--- src/hdl/fqs_pkg.sv ---
// Shared constants, codes and types for the FIFO queue with sort unit.
package fqs_pkg;

    localparam int DEPTH  = 64;
    localparam int WORD_W = 32;
    localparam int CNT_W  = $clog2(DEPTH + 1);

    localparam int S_DATA_W = 32;   // push_value
    localparam int S_USER_W = 2;    // op
    localparam int M_DATA_W = 48;   // head_value, head_valid, entry_count, error_code

    typedef logic signed [WORD_W-1:0] word_t;
    typedef logic [CNT_W-1:0]         count_t;
    typedef logic [1:0]               op_t;
    typedef logic [1:0]               err_t;
    typedef logic [2:0]               cell_sel_t;

    // commands
    localparam op_t OP_PUSH   = 2'd0;
    localparam op_t OP_POP    = 2'd1;
    localparam op_t OP_ROTATE = 2'd2;
    localparam op_t OP_SORT   = 2'd3;

    // error codes
    localparam err_t ERR_NONE  = 2'd0;
    localparam err_t ERR_EMPTY = 2'd1;
    localparam err_t ERR_FULL  = 2'd2;

    // cell load selects
    localparam cell_sel_t SEL_HOLD  = 3'd0;
    localparam cell_sel_t SEL_PUSH  = 3'd1;
    localparam cell_sel_t SEL_RIGHT = 3'd2;
    localparam cell_sel_t SEL_LEFT  = 3'd3;
    localparam cell_sel_t SEL_HEAD  = 3'd4;

endpackage

--- src/hdl/fqs_cell.sv ---
// One storage cell of the queue chain with its neighbor compare.
module fqs_cell
    import fqs_pkg::*;
(
    input  logic      aclk,
    input  cell_sel_t sel,
    input  word_t     push_word,
    input  word_t     left_word,
    input  word_t     right_word,
    input  word_t     head_word,
    output word_t     word_q,
    output word_t     word_d,
    output logic      gt_right
);

    word_t word_reg;
    word_t word_next;

    always_comb begin
        case (sel)
            SEL_HOLD:  word_next = word_reg;
            SEL_PUSH:  word_next = push_word;
            SEL_RIGHT: word_next = right_word;
            SEL_LEFT:  word_next = left_word;
            SEL_HEAD:  word_next = head_word;
            default:   word_next = word_reg;
        endcase
    end

    always_ff @(posedge aclk) begin
        word_reg <= word_next;
    end

    // strict compare keeps equal words in order during the sort
    assign gt_right = word_reg > right_word;
    assign word_q   = word_reg;
    assign word_d   = word_next;

endmodule

--- config.mk ---
export PLATFORM = sky130hd
export DESIGN_NAME = fqs_cell
export DESIGN_NICKNAME = d
export VERILOG_FILES = /design/src/hdl/fqs_pkg.sv /design/src/hdl/fqs_cell.sv
export SDC_FILE = /design/constraint.sdc
export NUM_CORES = 1
export LEC_CHECK = 0
export BUFFER_PORTS_ARGS = -buffer_cell sky130_fd_sc_hd__clkbuf_2
export CAP_MARGIN = 20
export CORE_AREA = 4 4 80 82
export DETAILED_ROUTE_END_ITERATION = 8
export DIE_AREA = 0 0 84 86
export PLACE_DENSITY_LB_ADDON = 0.12
export SYNTH_ARGS = -nofsm -noshare
export SYNTH_HDL_FRONTEND = slang
export SYNTH_SLANG_ARGS = --single-unit
--- constraint.sdc ---
create_clock -name aclk -period 3.58 [get_ports aclk]
set_input_delay 0.537 -clock aclk [delete_from_list [all_inputs] [get_ports aclk]]
set_output_delay 0.537 -clock aclk [all_outputs]
set_load 0.05 [all_outputs]
==> impl_metrics.tcl, run 1 <==
set metrics [dict create \
    final_common_cell "clkbuf_2" \
    cts_made_buffers 5 \
    clkPwrFrac_pct 17.0 \
    p_switching_mw 0.841 \
    ys_ff_latch 32 \
    drc_errors 0 \
    postCtsSetupBuffers 0 \
    power_density_nw_per_um2 476 \
    die_area_um2 7220 \
    synth-seq-area-share_pct 27.7 \
    ios 197 \
    grt_pass1_vias 2948 \
    fp.coreArea_um2 5750 \
    vdd_drop_max_uv 260 \
    arrival_ns 2.49 \
    gr-usage-all-layers_pct 21.9 \
    cts_tree "done" \
    clk_pin_slew_ns 0.06 \
    initialDrtViolationCount 104 \
    leakage_nw 1.99 \
    final_cell_mix "196 x clkbuf_2, 64 x a22oi_1, 38 x nand2_1, 35 x nand3_1" \
    fin_nets 654 \
    htreeDepth 2 \
    crit_path_max_fanout 3 \
    cp_num_buf_inv 3 \
    relSlewSlack_pct 74.1 \
    rows 28 \
    drive_above_1_share_pct 43.6 \
    synthCells 296 \
    worstPathRequired_ns 3.04 \
    diodes 0 \
    place_congestion 0.793 \
    path_cells "clkbuf_2 -> inv_1 -> ha_1 -> nand4_1 -> nor4_1 -> a21boi_1 -> o31ai_1 -> o2111ai_1 -> mux2i_1 -> clkbuf_2" \
    antenna_found_initial 0 \
    start_util_pct 40.2 \
    yosysWarnings 0 \
    power_frac_comb_pct 55.0 \
    tightest_slew_ns 0.388 \
    post_drt_via_cell_ratio 5.26 \
    rsz0062_at_grt "false" \
    ant_nets 0 \
    drv_cap 0 \
    dp_hpwl_mm 6.75 \
    intPower_mw 0.820 \
    clock_sinks 32 \
    grt_pass1_wl_mm 13.0 \
    die_w_um 84 \
    fin_worst_skew_ns 0 \
    p_seq_share_pct 28.0 \
    finalMaxSlewViolations 0 \
    synth_area_um2 2310 \
    place.port_buffers 196 \
    timing.fmax_mhz 330 \
    status "finished clean" \
    yosysTopAreaCellShare_pct 27.7 \
    vias 2977 \
    p_sw_share_pct 50.6 \
    cts.repair.resized 0 \
    grt_max_degree 33 \
    largest_reg_flops 32 \
    period_share_pct 84.6 \
    tns_ns 0 \
    utilization_pct 60.8 \
    hold_violations 0 \
    holdBufCountCts 0 \
    drt_pre_antenna_iters 5 \
    ctsLongestPathBuffers 2 \
    synth_nets 460 \
    cpLargestDelayFamily "simple AND/OR/NAND/NOR gates" \
    start_kind "input pin" \
    clock_insertion_delay_worst_skew_ns 0.27 \
    area_growth_pct 51.0 \
    critPathMaxStageDelay_ns 0.39 \
    grt_overflow 0 \
    worst_path_max_delay_cell "nor4_1" \
    cpMostUsedCell "clkbuf_2" \
    syn_avg_cell_area_um2 7.81 \
    path_class "in -> out" \
    hold_path.class "in -> reg" \
    cts-root-buf "clkbuf_8" \
    synth_top_cell_by_area "dfxtp_1" \
    routedWlPerCell_um 14.2 \
    drt_wl_total_mm 8.06 \
    crit_path_end_kind "output port" \
    synth.top_cells.by_area "dfxtp_1 28%, a22oi_1 21%, ha_1 17%, nand3_1 7.6%, nand2_1 6.2%" \
    synth.distinct_cells 26 \
    setup_viol 0 \
    layout_min_cycle_time_ns 3.03 \
    die_y_um 86 \
]
[Yosys cell counts]
cell type / instances
nor2b_1: 1
nor2_1: 4
a211oi_1: 1
a21o_1: 4
o21ai_0: 4
nand2_1: 38
mux2i_1: 1
xor2_1: 1
a21boi_1: 1
a221o_1: 1
ha_1: 32
a22oi_1: 64
inv_1: 32
o211ai_1: 1
o2111ai_1: 1
and2_1: 1
a21oi_1: 11
clkbuf_1: 17
nor4_1: 2
a21oi_2: 1
nor3b_1: 2
nand4_1: 7
dfxtp_1: 32
nand3_1: 35
o31ai_1: 1
and3b_1: 1
[metrics by stage]
step	std cells	power [mW]	hold WS (ns)	cell area [um2]	setup slack, ns
6_report	566	1.66	0.502	3490	0.552
5_1_grt	566	1.77	0.501	3490	0.314
4_1_cts	566	1.68	0.491	3490	0.506
3_5_place_dp	558	1.39	0.516	3400	0.507
3_3_place_gp	558	1.38	0.511	3400	0.587
2_1_floorplan	296	1.12	0.992	2310	0.349
[cell type report]
class,instances,area [um2]
Fill cell,582,2250
Multi-Input combinational cell,215,1510
Timing Repair Buffer,204,1040
Sequential cell,32,641
Inverter,32,120
Tap cell,75,93.8
Clock buffer,8,90.1
[path summary, 6_finish.rpt]
| check | end | slack [ns] | startpoint | cells past startpoint |
|---|---|---|---|---|
| setup / recovery | gt_right | 0.55 | right_word[14] | 10 |
| hold / removal | word_q[21]$_DFF_P_ | 0.50 | push_word[21] | 3 |
| setup reg to reg | word_q[28]$_DFF_P_ | 2.91 | word_q[28]$_DFF_P_ | 2 |
| hold reg to reg | word_q[7]$_DFF_P_ | 0.52 | word_q[7]$_DFF_P_ | 2 |
[layer usage]
| metal | track usage, % | routed length (um) | share of wire (%) |
|---|---|---|---|
| met5 | 0 | 0 | 0 |
| met1 | 23.7 | 3020 | 38 |
| met2 | 41.8 | 4230 | 52 |
| met4 | 5.99 | 107 | 1.3 |
| met3 | 6.15 | 704 | 8.7 |
[power by group through the flow]
stage | sequential (mW) | clock (mW) | combinational (mW)
after floorplan | 0.673 | 0 | 0.447
after global placement | 0.473 | 0 | 0.911
after detailed placement | 0.474 | 0 | 0.918
after CTS | 0.466 | 0.295 | 0.922
after global routing | 0.475 | 0.312 | 0.978
final | 0.465 | 0.283 | 0.913
[logic make-up after synthesis]
group | count (synthesis) | share of synthesized area, %
xor gates and xnor gates | 1 | 0.379
AOI/OAI and AO/OA | 90 | 27.8
and+or+nand+nor | 91 | 18.4
buffers and inverters | 49 | 7.95
adders and majority gates | 32 | 17.3
DFF | 32 | 27.7
muxes | 1 | 0.433
[tightest hold or removal path, stage by stage]
cell      delay [ns]
clkbuf_2        0.07
a22oi_1         0.05
nand3_1         0.08
Power figures use the tool's default switching activity.
==> run 2, diff against run 1 <==
Settings changed: CORE_AREA 4 4 80 82 to 4 4 87 89, DIE_AREA 0 0 84 86 to 0 0 91 93.
Clock period 3.58 ns to 2.7 ns, I/O delays scaled along.
==> run 2 against run 1 <==
Compared with the run above: the run now ends with setup timing left; non-clock buffer count is 13 higher; die area is 17% higher; register-to-register slack worse by 1.0 ns; first-iteration DRC count is 0.96% higher; sequential power is 35% higher; core utilization is 4.0 points lower; via count is 0.60% higher.
==> impl_metrics.tcl, run 2 (same netlist as run 1, synthesis figures left out) <==
set metrics [dict create \
    place_worst_setup_slack_ns -0.167 \
    layout_setup_ws_ns -0.00613 \
    power_density_nw_per_um2 616 \
    area_growth_pct 65.9 \
    place_congestion 0.770 \
    cts-root-buf "clkbuf_8" \
    fin_worst_skew_ns 0 \
    vdd_drop_max_uv 343 \
    dpl_cell_area_um2 3550 \
    clock_sinks 32 \
    die_area_um2 8460 \
    violations "setup timing" \
    status "finished, violations left" \
    hold_violations 0 \
    crit_path_end_kind "output port" \
    ios 197 \
    die_y_um 93 \
    start_util_pct 34.2 \
    tightest_slew_ns 0.376 \
    drt_pre_antenna_iters 4 \
    die_w_um 91 \
    rows 30 \
    crit_path_max_fanout 3 \
    path_cells "ha_4 -> nand4_1 -> nor2_1 -> a221o_1 -> o31ai_4 -> o2111ai_2 -> mux2i_4 -> buf_12" \
    gr-usage-all-layers_pct 19.5 \
    dp_hpwl_mm 6.87 \
    clock_insertion_delay_worst_skew_ns 0.28 \
    layout_min_cycle_time_ns 2.71 \
    grt_pass1_vias 2965 \
    leakage_nw 2.09 \
    drt_wl_total_mm 8.43 \
    tns_ns -0.00613 \
    worstPathRequired_ns 2.30 \
    place.port_buffers 196 \
    fp.coreArea_um2 6760 \
    finalMaxSlewViolations 0 \
    cts_made_buffers 5 \
    critPathMaxStageDelay_ns 0.37 \
    antenna_found_initial 0 \
    fillerInstances 656 \
    hold_path.class "in -> reg" \
    grt_max_degree 33 \
    htreeDepth 2 \
    routedWlPerCell_um 14.4 \
    drive_above_1_share_pct 49.6 \
    clk_pin_slew_ns 0.07 \
    cts_tree "done" \
    fin_nets 667 \
    drc_errors 0 \
    arrival_ns 2.30 \
    ctsLongestPathBuffers 2 \
    timing.fmax_mhz 370 \
    final_cell_area_um2 3830 \
    worst_path_max_delay_cell "dfxtp_2" \
    start_kind "flip-flop" \
    path_class "reg -> out" \
    setup_viol 1 \
    ant_nets 0 \
    drv_cap 0 \
    initialDrtViolationCount 105 \
    vias 2995 \
    final_common_cell "clkbuf_2" \
    cp_num_buf_inv 1 \
    utilization_pct 56.8 \
    post_drt_via_cell_ratio 5.13 \
    grt_pass1_wl_mm 13.6 \
    relSlewSlack_pct 75.0 \
    diodes 0 \
    final_cell_mix "191 x clkbuf_2, 64 x a22oi_1, 38 x nand2_1, 35 x nand3_1, 32 x inv_1" \
    cpLargestDelayFamily "compound AO/OA/AOI/OAI gates" \
    period_share_pct 100 \
    largest_reg_flops 32 \
    holdBufCountCts 0 \
    rsz0062_at_grt "true" \
    grt_overflow 0 \
]
run 2: cell types whose count changed in the layout (fill, tap and decap cells not counted), sizes merged:
cell	delta
buf	+18
clkbuf	-5
run 2: cell type report:
cell class	count	area [um2]	area share [%]
Clock buffer	8	90.1	2.35
Inverter	32	120	3.13
Multi-Input combinational cell	215	1660	43.2
Sequential cell	32	653	17.0
Tap cell	80	100	2.61
Timing Repair Buffer	217	1210	31.6
run 2: final timing paths:
path | depth (start not counted) | slack (ns) | end | from
max | 8 | -0.006 | gt_right | word_q[13]$_DFF_P_
min | 3 | 0.36 | word_q[15]$_DFF_P_ | push_word[15]
max reg2reg | 3 | 1.87 | word_q[9]$_DFF_P_ | word_q[9]$_DFF_P_
min reg2reg | 2 | 0.52 | word_q[3]$_DFF_P_ | word_q[3]$_DFF_P_
run 2: metrics by stage:
step | total power, mW | hold slack (ns) | cells
global route | 2.51 | 0.358 | 584
detailed placement | 1.93 | 0.495 | 570
floorplan | 1.50 | 0.793 | 296
finish | 2.36 | 0.364 | 584
global placement | 1.92 | 0.493 | 570
CTS | 2.39 | 0.354 | 584
run 2: report_power, final:
part	switching (mW)	internal, mW
clock network	0.180	0.208
registers	0.0679	0.558
logic	0.920	0.427
total	1.17	1.19
run 2: timing repair:
action                     in CTS  in global routing
pin swaps                      11                  3
setup endpoints to repair       1                  1
resized for setup              20                  3
gates cloned                    0                  0
buffers inserted                6                  0
run 2: per-layer routing:
metal  GRT usage [%]  share of wire [%]  wire length [um]  up-vias
li1                -                  -                 -     1515
met1            22.7                 41              3460     1340
met2            35.4                 50              4190      130
met3            4.67                7.9               662       10
met4            5.28                1.3               113        0
met5               0                  0                 0        -
run 2: worst min-delay path: cells and delay by family:
family | cells | cell delay, ns
AND/OR/NAND/NOR | 1 | 0.08
buffers and inverters | 1 | 0.07
AO/OA/AOI/OAI | 1 | 0.05
==> run 3, diff against run 2 <==
--- a/config.mk
+++ b/config.mk
@@ -6,5 +6,5 @@
 export NUM_CORES = 1
 export LEC_CHECK = 0
-export BUFFER_PORTS_ARGS = -buffer_cell sky130_fd_sc_hd__clkbuf_2
+export BUFFER_PORTS_ARGS = -buffer_cell sky130_fd_sc_hd__buf_2
 export CAP_MARGIN = 20
 export CORE_AREA = 4 4 87 89
@@ -12,4 +12,5 @@
 export DIE_AREA = 0 0 91 93
 export PLACE_DENSITY_LB_ADDON = 0.12
+export REMOVE_ABC_BUFFERS = 1
 export SYNTH_ARGS = -nofsm -noshare
 export SYNTH_HDL_FRONTEND = slang
==> constraint.sdc (replaced) <==
create_clock -name aclk -period 2.7 [get_ports aclk]
set_input_delay 0.135 -clock aclk [delete_from_list [all_inputs] [get_ports aclk]]
set_output_delay 0.135 -clock aclk [all_outputs]
set_load 0.05 [all_outputs]
==> run 3 against run 2 <==
Compared with the run above: the flow now finishes without violations; worst hold slack got worse by 0.28 ns; sequential share of layout area rose by 1.0 points; highest routed layer unchanged; largest cell class unchanged; count of clock-buffer cells in the layout unchanged; largest power group unchanged.
==> impl_metrics.tcl, run 3 (same netlist as run 1, synthesis figures left out) <==
set metrics [dict create \
    rrSetupSlack_ns 2.07 \
    layout_min_cycle_time_ns 2.51 \
    p_total_mw 2.24 \
    drc_errors 0 \
    die_area_um2 8460 \
    vdd_drop_max_uv 338 \
    grt_pass1_vias 2937 \
    worstPathRequired_ns 2.57 \
    routedWlPerCell_um 15.4 \
    cts-root-buf "clkbuf_8" \
    grt_overflow 0 \
    clk_pin_slew_ns 0.07 \
    crit_path_end_kind "output port" \
    cts.repair.resized 0 \
    hold_path.class "in -> reg" \
    tns_ns 0 \
    final_cell_mix "195 x buf_2, 64 x a22oi_1, 38 x nand2_1, 35 x nand3_1" \
    grt_max_degree 33 \
    holdWs_ns 0.0819 \
    postCtsSetupBuffers 0 \
    multi_input_area_um2 1560 \
    area_growth_pct 53.7 \
    fin_worst_skew_ns 0 \
    vias 2936 \
    start_kind "flip-flop" \
    initialDrtViolationCount 82 \
    period_share_pct 92.9 \
    grt_pass1_wl_mm 13.7 \
    power_density_nw_per_um2 631 \
    finalMaxSlewViolations 0 \
    fin_nets 652 \
    gr-usage-all-layers_pct 19.9 \
    place.port_buffers 196 \
    dp_hpwl_mm 6.85 \
    relSlewSlack_pct 64.4 \
    setup_viol 0 \
    ios 197 \
    htreeDepth 2 \
    drv_cap 0 \
    cts_tree "done" \
    place_congestion 0.727 \
    die_w_um 91 \
    path_class "reg -> out" \
    drt_wl_total_mm 8.75 \
    ctsLongestPathBuffers 2 \
    diodes 0 \
    fp.coreArea_um2 6760 \
    die_y_um 93 \
    arrival_ns 2.37 \
    start_util_pct 34.2 \
    seq_area_um2 641 \
    hold_violations 0 \
    ant_nets 0 \
    final_common_cell "buf_2" \
    holdBufCountCts 0 \
    dpl_cell_area_um2 3420 \
    fillerInstances 682 \
    tightest_slew_ns 0.533 \
    final_cell_area_um2 3550 \
    status "finished clean" \
    antenna_found_initial 0 \
    rsz0062_at_grt "false" \
    crit_path_max_fanout 3 \
    clock_sinks 32 \
    cts_made_buffers 5 \
    post_drt_via_cell_ratio 5.16 \
    drt_pre_antenna_iters 4 \
    largest_reg_flops 32 \
    drive_above_1_share_pct 44.4 \
    clock_insertion_delay_worst_skew_ns 0.29 \
    timing.fmax_mhz 399 \
    leakage_nw 1.98 \
    rows 30 \
]
run 3: final timing paths:
path,to,cells after the start,startpoint
max,gt_right,8,word_q[7]$_DFF_P_
min,word_q[18]$_DFF_P_,3,head_word[18]
max reg2reg,word_q[22]$_DFF_P_,2,word_q[22]$_DFF_P_
min reg2reg,word_q[0]$_DFF_P_,2,word_q[0]$_DFF_P_
run 3: routing by layer:
| layer | share of wire [%] | vias to the layer above | global-route usage (%) | routed length (um) |
|---|---|---|---|---|
| li1 | - | 1482 | - | - |
| met1 | 40 | 1306 | 22.8 | 3490 |
| met2 | 50 | 141 | 36.9 | 4400 |
| met3 | 9.0 | 7 | 5.23 | 787 |
| met4 | 0.88 | 0 | 4.27 | 77 |
| met5 | 0 | - | 0 | 0 |
run 3: area by class of cell:
class	count	share of cell area [%]
Inverter	32	3.38
Timing Repair Buffer	202	29.3
Tap cell	80	2.82
Clock buffer	8	2.54
Multi-Input combinational cell	215	43.9
Sequential cell	32	18.0
run 3: power breakdown:
part | switching (mW) | internal [mW]
logic | 0.897 | 0.340
registers | 0.0599 | 0.553
clock network | 0.185 | 0.208
run 3: per-stage QoR:
step / utilization, % / worst slack, ns / std cells
floorplan: - / -0.181 / 279
CTS: 51.9 / 0.000918 / 569
finish: 52.6 / 0.193 / 569
detailed placement: 50.6 / 0.319 / 561
global route: 52.6 / 0.0297 / 569
global placement: 50.6 / 0.431 / 561
run 3: critical path: stages (launching register included):
cell,delay (ns)
dfxtp_1,0.33
ha_1,0.30
a21oi_1,0.16
o21ai_0,0.12
a221o_1,0.35
o31ai_4,0.22
o2111ai_2,0.17
mux2i_1,0.21
buf_4,0.23
